### src/sv/pf_pkg.sv
`default_nettype none

package pf_pkg;

    // working width of the number being factored
    localparam int VALUE_WIDTH = 16;
    localparam int SQ_WIDTH    = 2 * VALUE_WIDTH;
    localparam int DIV_CNT_W   = $clog2(VALUE_WIDTH + 1);
    localparam int UPC_W       = 5;

    localparam logic [31:0] MIN_VALUE = 32'd2;
    localparam logic [31:0] MAX_VALUE = 32'd65000;
    localparam logic [31:0] FIRST_ODD = 32'd3;

    typedef enum logic [3:0] {
        OP_NOP       = 4'd0,
        OP_LOAD      = 4'd1,
        OP_HALVE     = 4'd2,
        OP_RECORD    = 4'd3,
        OP_NEXT_D    = 4'd4,
        OP_SQUARE    = 4'd5,
        OP_DIV_START = 4'd6,
        OP_TAKE_Q    = 4'd7,
        OP_TAIL_SET  = 4'd8,
        OP_FLUSH     = 4'd9,
        OP_EMIT_INV  = 4'd10
    } pf_op_t;

    typedef enum logic [2:0] {
        W_NONE = 3'd0,
        W_IN   = 3'd1,
        W_DIV  = 3'd2,
        W_REC  = 3'd3,
        W_OUT  = 3'd4
    } pf_wait_t;

    typedef enum logic [2:0] {
        C_NEXT      = 3'd0,
        C_ALWAYS    = 3'd1,
        C_RANGE_BAD = 3'd2,
        C_N_ODD     = 3'd3,
        C_SQ_GT_N   = 3'd4,
        C_REM_NZ    = 3'd5,
        C_N_LE_2    = 3'd6
    } pf_cond_t;

    typedef struct packed {
        pf_op_t           op;
        pf_wait_t         wt;
        pf_cond_t         cond;
        logic [UPC_W-1:0] target;
    } pf_uword_t;

    // control to the datapath
    typedef struct packed {
        pf_op_t op;
        logic   go;
    } pf_ctrl_t;

    // datapath flags seen by the sequencer
    typedef struct packed {
        logic in_valid;
        logic range_bad;
        logic n_odd;
        logic sq_gt_n;
        logic div_busy;
        logic rem_nz;
        logic n_le_2;
        logic rec_blocked;
        logic out_blocked;
    } pf_status_t;

    // program addresses
    localparam logic [UPC_W-1:0] S_IDLE     = 5'd0;
    localparam logic [UPC_W-1:0] S_CHECK    = 5'd1;
    localparam logic [UPC_W-1:0] S_EVEN     = 5'd2;
    localparam logic [UPC_W-1:0] S_HALVE    = 5'd3;
    localparam logic [UPC_W-1:0] S_REC_TWO  = 5'd4;
    localparam logic [UPC_W-1:0] S_NEXT_D   = 5'd5;
    localparam logic [UPC_W-1:0] S_SQUARE   = 5'd6;
    localparam logic [UPC_W-1:0] S_SQ_TEST  = 5'd7;
    localparam logic [UPC_W-1:0] S_DIV      = 5'd8;
    localparam logic [UPC_W-1:0] S_DIV_WAIT = 5'd9;
    localparam logic [UPC_W-1:0] S_TAKE_Q   = 5'd10;
    localparam logic [UPC_W-1:0] S_REC_D    = 5'd11;
    localparam logic [UPC_W-1:0] S_TAIL     = 5'd12;
    localparam logic [UPC_W-1:0] S_TAIL_SET = 5'd13;
    localparam logic [UPC_W-1:0] S_REC_TAIL = 5'd14;
    localparam logic [UPC_W-1:0] S_FLUSH    = 5'd15;
    localparam logic [UPC_W-1:0] S_INVALID  = 5'd16;

    function automatic pf_uword_t pf_rom(input logic [UPC_W-1:0] addr);
        pf_uword_t w;
        w = '{op: OP_NOP, wt: W_NONE, cond: C_ALWAYS, target: S_IDLE};
        unique case (addr)
            S_IDLE:     w = '{op: OP_LOAD,      wt: W_IN,   cond: C_NEXT,      target: S_IDLE};
            S_CHECK:    w = '{op: OP_NOP,       wt: W_NONE, cond: C_RANGE_BAD, target: S_INVALID};
            S_EVEN:     w = '{op: OP_NOP,       wt: W_NONE, cond: C_N_ODD,     target: S_REC_TWO};
            S_HALVE:    w = '{op: OP_HALVE,     wt: W_NONE, cond: C_ALWAYS,    target: S_EVEN};
            S_REC_TWO:  w = '{op: OP_RECORD,    wt: W_REC,  cond: C_NEXT,      target: S_IDLE};
            S_NEXT_D:   w = '{op: OP_NEXT_D,    wt: W_NONE, cond: C_NEXT,      target: S_IDLE};
            S_SQUARE:   w = '{op: OP_SQUARE,    wt: W_NONE, cond: C_NEXT,      target: S_IDLE};
            S_SQ_TEST:  w = '{op: OP_NOP,       wt: W_NONE, cond: C_SQ_GT_N,   target: S_TAIL};
            S_DIV:      w = '{op: OP_DIV_START, wt: W_NONE, cond: C_NEXT,      target: S_IDLE};
            S_DIV_WAIT: w = '{op: OP_NOP,       wt: W_DIV,  cond: C_REM_NZ,    target: S_REC_D};
            S_TAKE_Q:   w = '{op: OP_TAKE_Q,    wt: W_NONE, cond: C_ALWAYS,    target: S_DIV};
            S_REC_D:    w = '{op: OP_RECORD,    wt: W_REC,  cond: C_ALWAYS,    target: S_NEXT_D};
            S_TAIL:     w = '{op: OP_NOP,       wt: W_NONE, cond: C_N_LE_2,    target: S_FLUSH};
            S_TAIL_SET: w = '{op: OP_TAIL_SET,  wt: W_NONE, cond: C_NEXT,      target: S_IDLE};
            S_REC_TAIL: w = '{op: OP_RECORD,    wt: W_REC,  cond: C_NEXT,      target: S_IDLE};
            S_FLUSH:    w = '{op: OP_FLUSH,     wt: W_OUT,  cond: C_ALWAYS,    target: S_IDLE};
            S_INVALID:  w = '{op: OP_EMIT_INV,  wt: W_OUT,  cond: C_ALWAYS,    target: S_IDLE};
            default:    w = '{op: OP_NOP,       wt: W_NONE, cond: C_ALWAYS,    target: S_IDLE};
        endcase
        return w;
    endfunction

endpackage

`default_nettype wire

### src/sv/pf_divider.sv
`default_nettype none

module pf_divider
    import pf_pkg::*;
(
    input  wire logic                   clk,
    input  wire logic                   rst_n,
    input  wire logic                   start,
    input  wire logic [VALUE_WIDTH-1:0] dividend,
    input  wire logic [VALUE_WIDTH-1:0] divisor,
    output logic                        busy,
    output logic [VALUE_WIDTH-1:0]      quotient,
    output logic [VALUE_WIDTH-1:0]      remainder
);

    logic [DIV_CNT_W-1:0]   cnt_reg, cnt_next;
    logic [VALUE_WIDTH-1:0] quo_reg, quo_next;
    logic [VALUE_WIDTH-1:0] rem_reg, rem_next;
    logic [VALUE_WIDTH:0]   rem_shift;
    logic [VALUE_WIDTH:0]   diff;

    // restoring division, one quotient bit per cycle
    always_comb
    begin
        rem_shift = {rem_reg, quo_reg[VALUE_WIDTH-1]};
        diff      = rem_shift - {1'b0, divisor};
        cnt_next  = cnt_reg;
        quo_next  = quo_reg;
        rem_next  = rem_reg;
        if (start)
        begin
            cnt_next = DIV_CNT_W'(VALUE_WIDTH);
            quo_next = dividend;
            rem_next = '0;
        end
        else if (cnt_reg != '0)
        begin
            cnt_next = cnt_reg - 1'b1;
            if (!diff[VALUE_WIDTH])
            begin
                rem_next = diff[VALUE_WIDTH-1:0];
                quo_next = {quo_reg[VALUE_WIDTH-2:0], 1'b1};
            end
            else
            begin
                rem_next = rem_shift[VALUE_WIDTH-1:0];
                quo_next = {quo_reg[VALUE_WIDTH-2:0], 1'b0};
            end
        end
    end

    always_ff @(posedge clk or negedge rst_n)
    begin
        if (!rst_n)
        begin
            cnt_reg <= '0;
        end
        else
        begin
            cnt_reg <= cnt_next;
        end
    end

    always_ff @(posedge clk)
    begin
        quo_reg <= quo_next;
        rem_reg <= rem_next;
    end

    assign busy      = (cnt_reg != '0);
    assign quotient  = quo_reg;
    assign remainder = rem_reg;

endmodule

`default_nettype wire

### src/sv/pf_sequencer.sv
`default_nettype none

module pf_sequencer
    import pf_pkg::*;
(
    input  wire logic       clk,
    input  wire logic       rst_n,
    input  wire pf_status_t status,
    output pf_ctrl_t        ctrl
);

    logic [UPC_W-1:0] upc_reg, upc_next;
    pf_uword_t        uword;
    logic             hold;
    logic             take_jump;

    assign uword = pf_rom(upc_reg);

    always_comb
    begin
        unique case (uword.wt)
            W_NONE:  hold = 1'b0;
            W_IN:    hold = !status.in_valid;
            W_DIV:   hold = status.div_busy;
            W_REC:   hold = status.rec_blocked;
            W_OUT:   hold = status.out_blocked;
            default: hold = 1'b0;
        endcase
    end

    always_comb
    begin
        unique case (uword.cond)
            C_NEXT:      take_jump = 1'b0;
            C_ALWAYS:    take_jump = 1'b1;
            C_RANGE_BAD: take_jump = status.range_bad;
            C_N_ODD:     take_jump = status.n_odd;
            C_SQ_GT_N:   take_jump = status.sq_gt_n;
            C_REM_NZ:    take_jump = status.rem_nz;
            C_N_LE_2:    take_jump = status.n_le_2;
            default:     take_jump = 1'b0;
        endcase
    end

    always_comb
    begin
        priority if (hold)
            upc_next = upc_reg;
        else if (take_jump)
            upc_next = uword.target;
        else
            upc_next = upc_reg + 1'b1;
    end

    always_ff @(posedge clk or negedge rst_n)
    begin
        if (!rst_n)
        begin
            upc_reg <= S_IDLE;
        end
        else
        begin
            upc_reg <= upc_next;
        end
    end

    assign ctrl.op = uword.op;
    assign ctrl.go = !hold;

endmodule

`default_nettype wire

### src/sv/prime_factorizer.sv
`default_nettype none

// Prime factorizer: takes one 16-bit unsigned value per input transaction and
// returns its distinct prime factors in ascending order, one output transaction
// per prime, each with its exponent; last marks the final factor of the value.
// A value below 2 or above 65000 returns a single transaction with invalid set
// and zero prime and power. Values are handled one at a time: in_stall stays
// high from acceptance until the last factor has been handed to the output
// register. Work is trial division driven by a small microprogram; every
// division by an odd trial divisor goes through a bit-serial divider. Each
// odd trial divisor tried costs a square, a compare and a divide; each repeated
// removal of a found factor costs a further divide; factors of two are first
// stripped by halving. The worst case, a prime near 65000, tries about 127
// odd divisors. The output register lets the next value be accepted while the
// final factor of the previous one still waits on out_stall.
module prime_factorizer
    import pf_pkg::*;
(
    input  wire logic        clk,
    input  wire logic        rst_n,
    input  wire logic        in_valid,
    output logic             in_stall,
    input  wire logic [15:0] value,
    output logic             out_valid,
    input  wire logic        out_stall,
    output logic [15:0]      factor_prime,
    output logic [3:0]       factor_power,
    output logic             last,
    output logic             invalid
);

    pf_ctrl_t   ctrl;
    pf_status_t status;

    // working registers
    logic [VALUE_WIDTH-1:0] n_reg, n_next;
    logic [VALUE_WIDTH-1:0] d_reg, d_next;
    logic [3:0]             e_reg, e_next;
    logic [SQ_WIDTH-1:0]    sq_reg, sq_next;

    // one pending factor, held until we know whether another follows
    logic                   pend_valid_reg, pend_valid_next;
    logic [VALUE_WIDTH-1:0] pend_prime_reg, pend_prime_next;
    logic [3:0]             pend_power_reg, pend_power_next;

    // output register
    logic                   out_valid_reg, out_valid_next;
    logic [VALUE_WIDTH-1:0] out_prime_reg, out_prime_next;
    logic [3:0]             out_power_reg, out_power_next;
    logic                   out_last_reg, out_last_next;
    logic                   out_inv_reg, out_inv_next;

    logic                   div_start;
    logic                   div_busy;
    logic [VALUE_WIDTH-1:0] div_quo;
    logic [VALUE_WIDTH-1:0] div_rem;
    logic                   out_load;
    logic                   out_blocked;
    logic                   do_op;
    logic                   in_accept;

    pf_sequencer u_seq (
        .clk    (clk),
        .rst_n  (rst_n),
        .status (status),
        .ctrl   (ctrl)
    );

    pf_divider u_div (
        .clk       (clk),
        .rst_n     (rst_n),
        .start     (div_start),
        .dividend  (n_reg),
        .divisor   (d_reg),
        .busy      (div_busy),
        .quotient  (div_quo),
        .remainder (div_rem)
    );

    // only the idle step takes a new transaction
    assign in_stall  = (ctrl.op != OP_LOAD);
    assign in_accept = in_valid && !in_stall;

    assign do_op       = ctrl.go;
    assign div_start   = do_op && (ctrl.op == OP_DIV_START);
    assign out_blocked = out_valid_reg && out_stall;

    always_comb
    begin
        status.in_valid    = in_valid;
        status.range_bad   = (32'(n_reg) < MIN_VALUE) || (32'(n_reg) > MAX_VALUE);
        status.n_odd       = n_reg[0];
        status.sq_gt_n     = (sq_reg > SQ_WIDTH'(n_reg));
        status.div_busy    = div_busy;
        status.rem_nz      = (div_rem != '0);
        status.n_le_2      = (32'(n_reg) <= MIN_VALUE);
        // recording a new factor pushes the pending one out
        status.rec_blocked = (e_reg != '0) && pend_valid_reg && out_blocked;
        status.out_blocked = out_blocked;
    end

    always_comb
    begin
        n_next          = n_reg;
        d_next          = d_reg;
        e_next          = e_reg;
        sq_next         = sq_reg;
        pend_valid_next = pend_valid_reg;
        pend_prime_next = pend_prime_reg;
        pend_power_next = pend_power_reg;
        out_load        = 1'b0;
        out_prime_next  = out_prime_reg;
        out_power_next  = out_power_reg;
        out_last_next   = out_last_reg;
        out_inv_next    = out_inv_reg;

        if (do_op)
        begin
            unique case (ctrl.op)
                OP_NOP:
                begin
                end
                OP_LOAD:
                begin
                    n_next          = VALUE_WIDTH'(value);
                    d_next          = VALUE_WIDTH'(MIN_VALUE);
                    e_next          = '0;
                    pend_valid_next = 1'b0;
                end
                OP_HALVE:
                begin
                    n_next = n_reg >> 1;
                    e_next = e_reg + 1'b1;
                end
                OP_RECORD:
                begin
                    if (e_reg != '0)
                    begin
                        if (pend_valid_reg)
                        begin
                            out_load       = 1'b1;
                            out_prime_next = pend_prime_reg;
                            out_power_next = pend_power_reg;
                            out_last_next  = 1'b0;
                            out_inv_next   = 1'b0;
                        end
                        pend_valid_next = 1'b1;
                        pend_prime_next = d_reg;
                        pend_power_next = e_reg;
                    end
                    e_next = '0;
                end
                OP_NEXT_D:
                begin
                    // two steps to three, then odd divisors only
                    if (d_reg[0])
                        d_next = d_reg + VALUE_WIDTH'(2);
                    else
                        d_next = VALUE_WIDTH'(FIRST_ODD);
                end
                OP_SQUARE:
                begin
                    sq_next = SQ_WIDTH'(d_reg) * SQ_WIDTH'(d_reg);
                end
                OP_DIV_START:
                begin
                end
                OP_TAKE_Q:
                begin
                    n_next = div_quo;
                    e_next = e_reg + 1'b1;
                end
                OP_TAIL_SET:
                begin
                    // leftover above two is itself prime
                    d_next = n_reg;
                    e_next = 4'd1;
                end
                OP_FLUSH:
                begin
                    out_load        = 1'b1;
                    out_prime_next  = pend_prime_reg;
                    out_power_next  = pend_power_reg;
                    out_last_next   = 1'b1;
                    out_inv_next    = 1'b0;
                    pend_valid_next = 1'b0;
                end
                OP_EMIT_INV:
                begin
                    out_load       = 1'b1;
                    out_prime_next = '0;
                    out_power_next = '0;
                    out_last_next  = 1'b1;
                    out_inv_next   = 1'b1;
                end
                default:
                begin
                end
            endcase
        end

        priority if (out_load)
            out_valid_next = 1'b1;
        else if (!out_stall)
            out_valid_next = 1'b0;
        else
            out_valid_next = out_valid_reg;
    end

    always_ff @(posedge clk or negedge rst_n)
    begin
        if (!rst_n)
        begin
            pend_valid_reg <= 1'b0;
            out_valid_reg  <= 1'b0;
        end
        else
        begin
            pend_valid_reg <= pend_valid_next;
            out_valid_reg  <= out_valid_next;
        end
    end

    always_ff @(posedge clk)
    begin
        n_reg          <= n_next;
        d_reg          <= d_next;
        e_reg          <= e_next;
        sq_reg         <= sq_next;
        pend_prime_reg <= pend_prime_next;
        pend_power_reg <= pend_power_next;
        out_prime_reg  <= out_prime_next;
        out_power_reg  <= out_power_next;
        out_last_reg   <= out_last_next;
        out_inv_reg    <= out_inv_next;
    end

    assign out_valid    = out_valid_reg;
    assign factor_prime = 16'(out_prime_reg);
    assign factor_power = out_power_reg;
    assign last         = out_last_reg;
    assign invalid      = out_inv_reg;

    // a new transaction closes the input until the microprogram returns
    assert property (@(posedge clk) disable iff (!rst_n)
        in_accept |=> in_stall)
    else $error("input taken again right after acceptance");

    // the divider is never restarted mid division
    assert property (@(posedge clk) disable iff (!rst_n)
        div_start |-> !div_busy)
    else $error("divider started while busy");

    // output register is never overwritten while a result waits
    assert property (@(posedge clk) disable iff (!rst_n)
        out_load |-> !out_blocked)
    else $error("output register overwritten while stalled");

    // an error result carries no factor
    assert property (@(posedge clk) disable iff (!rst_n)
        (out_valid && invalid) |-> (factor_prime == '0 && factor_power == '0 && last))
    else $error("malformed invalid result");

    // a real factor is at least two with a nonzero exponent
    assert property (@(posedge clk) disable iff (!rst_n)
        (out_valid && !invalid) |-> (factor_power != '0 && factor_prime >= 16'd2))
    else $error("malformed factor result");

endmodule

`default_nettype wire

### config.mk
export PLATFORM = sky130hd
export DESIGN_NAME = prime_factorizer
export DESIGN_NICKNAME = d
export VERILOG_FILES = /design/src/sv/pf_pkg.sv /design/src/sv/pf_divider.sv /design/src/sv/pf_sequencer.sv /design/src/sv/prime_factorizer.sv
export SDC_FILE = /design/constraint.sdc
export NUM_CORES = 1
export LEC_CHECK = 0
export ABC_AREA = 1
export CORE_AREA = 2 2 201 144
export CTS_CLUSTER_SIZE = 12
export DETAILED_ROUTE_END_ITERATION = 16
export DIE_AREA = 0 0 203 146
export DONT_BUFFER_PORTS = 1
export PLACE_DENSITY = 0.82
export SETUP_SLACK_MARGIN = 0.15
export SYNTH_ARGS = -nofsm -noshare
export SYNTH_HDL_FRONTEND = slang
export SYNTH_SLANG_ARGS = --single-unit
### constraint.sdc
create_clock -name clk -period 9.1 [get_ports clk]
set_clock_uncertainty 0.05 [all_clocks]
set_input_delay 0.91 -clock clk [delete_from_list [all_inputs] [get_ports clk]]
set_output_delay 0.91 -clock clk [all_outputs]
set_load 0.05 [all_outputs]
==> impl_metrics.env <==
export IMPL_status="finished clean"
export IMPL_cp_slowest_stage_delay_ns=0.80
export IMPL_core_rowCount=51
export IMPL_crit_required_ns=9.26
export IMPL_grt_usage_pct=28.1
export IMPL_syn_area_mm2=0.0159
export IMPL_placed_area_mm2=0.0161
export IMPL_io_buffers=0
export IMPL_grt_overflow=0
export IMPL_gp_congestion=0.956
export IMPL_synthFlopType="edfxtp_1"
export IMPL_grt_pass1_wl_um=64400
export IMPL_grt_max_degree=55
export IMPL_final_area_mm2=0.0167
export IMPL_utilization_pct=60.6
export IMPL_cts_tree="yes"
export IMPL_fin_nets=2165
export IMPL_die_w_um=203
export IMPL_cap_violations=0
export IMPL_drive_gt1_share_pct=4.71
export IMPL_final_cell_mix="442 x inv_1, 380 x nand2_1, 165 x fa_1, 144 x ha_1, 130 x nor2_1"
export IMPL_drc=0
export IMPL_hold_class="in2async"
export IMPL_clk_latency_ns=0.46
export IMPL_finalSetupViolations=0
export IMPL_place_hpwl_um=31500
export IMPL_critical_path_buf_inv_count=6
export IMPL_postRouteAntennaNets=0
export IMPL_cts_buffers=17
export IMPL_hold_viol_final=0
export IMPL_htreeDepth=4
export IMPL_n_antenna_cell=0
export IMPL_area_growth_pct=4.77
export IMPL_drv_slew=0
export IMPL_drt_pass1_iter_count=6
export IMPL_viasPerCell=5.60
export IMPL_cpMaxStageDelayCell="edfxtp_1"
export IMPL_dr_total_vias=12427
export IMPL_grt_pass1_vias=11965
export IMPL_synth_warnings=0
export IMPL_start_util_pct=57.8
export IMPL_synth_edf_count=125
export IMPL_fmax_mhz=157
export IMPL_layout_commonest_cell="inv_1"
export IMPL_die_y_um=146
export IMPL_cts_path_max_buffers=2
export IMPL_clk_pin_slew_ns=0.07
export IMPL_final_setup_tns_ns=0
export IMPL_area_sequential_mm2=0.00437
export IMPL_worstPathMaxFanout=18
export IMPL_wl_per_cell_um=17.9
export IMPL_ios=44
export IMPL_path_delay_family="adder cells"
export IMPL_synth_seq_cells=153
export IMPL_core_area_mm2=0.0275
export IMPL_cts_hold_buffers=0
export IMPL_rsz0062_at_grt="false"
export IMPL_async_flop_share_pct=7.84
export IMPL_tightest_slew_ns=1.18
export IMPL_min_period_ns=6.37
export IMPL_synth_nets=2199
export IMPL_maxSlewHeadroom_pct=21.4
export IMPL_startpoint_type="register"
export IMPL_synth_area_per_cell_um2=8.50
export IMPL_antenna_found_initial=0
export IMPL_detail_route_iter0_violations=1786
export IMPL_fin_crit_sh_pct=69.9
export IMPL_multiInputGateArea_mm2=0.00955
export IMPL_path_cells="inv_1, fa_1, inv_1, fa_1, inv_1, fa_1, inv_1, fa_1, fa_1, inv_1, fa_1, inv_1, ha_1, a21oi_1, o21ai_0, o21bai_1, a21oi_1, o21ai_0, nand2_1, nand2_1, xor2_1"
export IMPL_cts_root_buffer="clkbuf_16"
export IMPL_die_area_mm2=0.0296
export IMPL_synth_cell_type_count=52
export IMPL_path_class="reg2reg"
export IMPL_reg2reg_slack_ns=2.73
export IMPL_cp_data_arrival_time_ns=6.52
export IMPL_ys_seq_area_share_pct=27.5
export IMPL_largest_register_ffs=31
export IMPL_cts_resized=0
export IMPL_synth_cells=1870
export IMPL_post_cts_setup_buffer_count=0
export IMPL_clock_sinks=153
export IMPL_wl_um=39800
export IMPL_cp_end_kind="register"
export IMPL_nFillCells=2294
-- through the flow --
| step | hold slack [ns] | worst slack [ns] | std cells |
|---|---|---|---|
| 2_1_floorplan | 0.371 | 3.19 | 1870 |
| 3_3_place_gp | 0.419 | 2.87 | 2188 |
| 3_5_place_dp | 0.438 | 2.83 | 2188 |
| 4_1_cts | 0.0797 | 2.74 | 2220 |
| 5_1_grt | 0.0791 | 2.36 | 2220 |
| 6_report | 0.0936 | 2.73 | 2220 |
-- worst paths after layout --
path	startpoint	end	depth (start not counted)
hold reg to reg	pend_power_reg[0]	factor_power[0]	2
hold / removal	rst_n	u_seq.upc_reg[0]	0
max in group asynchronous	rst_n	u_div.cnt_reg[3]	0
min in group clk	pend_power_reg[0]	factor_power[0]	2
setup / recovery	d_reg[7]	sq_reg[25]	21
setup reg to reg	d_reg[7]	sq_reg[25]	21
-- layer usage --
metal  vias to the layer above  routed length, µm  GRT usage (%)
met3                        51               5000           7.84
met4                         0                453           5.44
met2                       677              16500           38.8
met5                         -                  0              0
li1                       5737                  -              -
met1                      5962              17800           44.0
-- cell families after synthesis --
logic type	Yosys count	synth area share, %
AOI/OAI and AO/OA	202	7.78
xor gates and xnor gates	62	3.42
adders and majority gates	309	32.1
buffers and inverters	507	12.5
DFF	153	27.5
and+or+nand+nor	637	16.7
-- Yosys cell counts (all sizes together) (14+ instances only) --
library cell | count | area [µm²]
o221ai | 15 | 131
ha | 144 | 1800
nand2 | 388 | 1480
clkbuf | 31 | 116
nor3 | 24 | 136
nand3 | 61 | 315
fa | 165 | 3300
xnor2 | 15 | 131
a21oi | 63 | 319
nor2 | 139 | 556
edfxtp | 125 | 3750
o22ai | 14 | 93.8
buf | 25 | 170
nand4 | 15 | 109
xor2 | 47 | 412
inv | 451 | 1700
dfxtp | 16 | 320
o21ai | 82 | 470
-- final cells by class --
type | instances | area share, %
Clock buffer | 20 | 2.81
Clock inverter | 12 | 0.526
Inverter | 451 | 10.2
Multi-Input combinational cell | 1210 | 57.3
Sequential cell | 153 | 26.3
Tap cell | 371 | 2.79
Timing Repair Buffer | 3 | 0.135
Power is left out: the tool's default activity adds up to more than one toggle a clock period on the data nets, which glitch-free logic cannot reach.
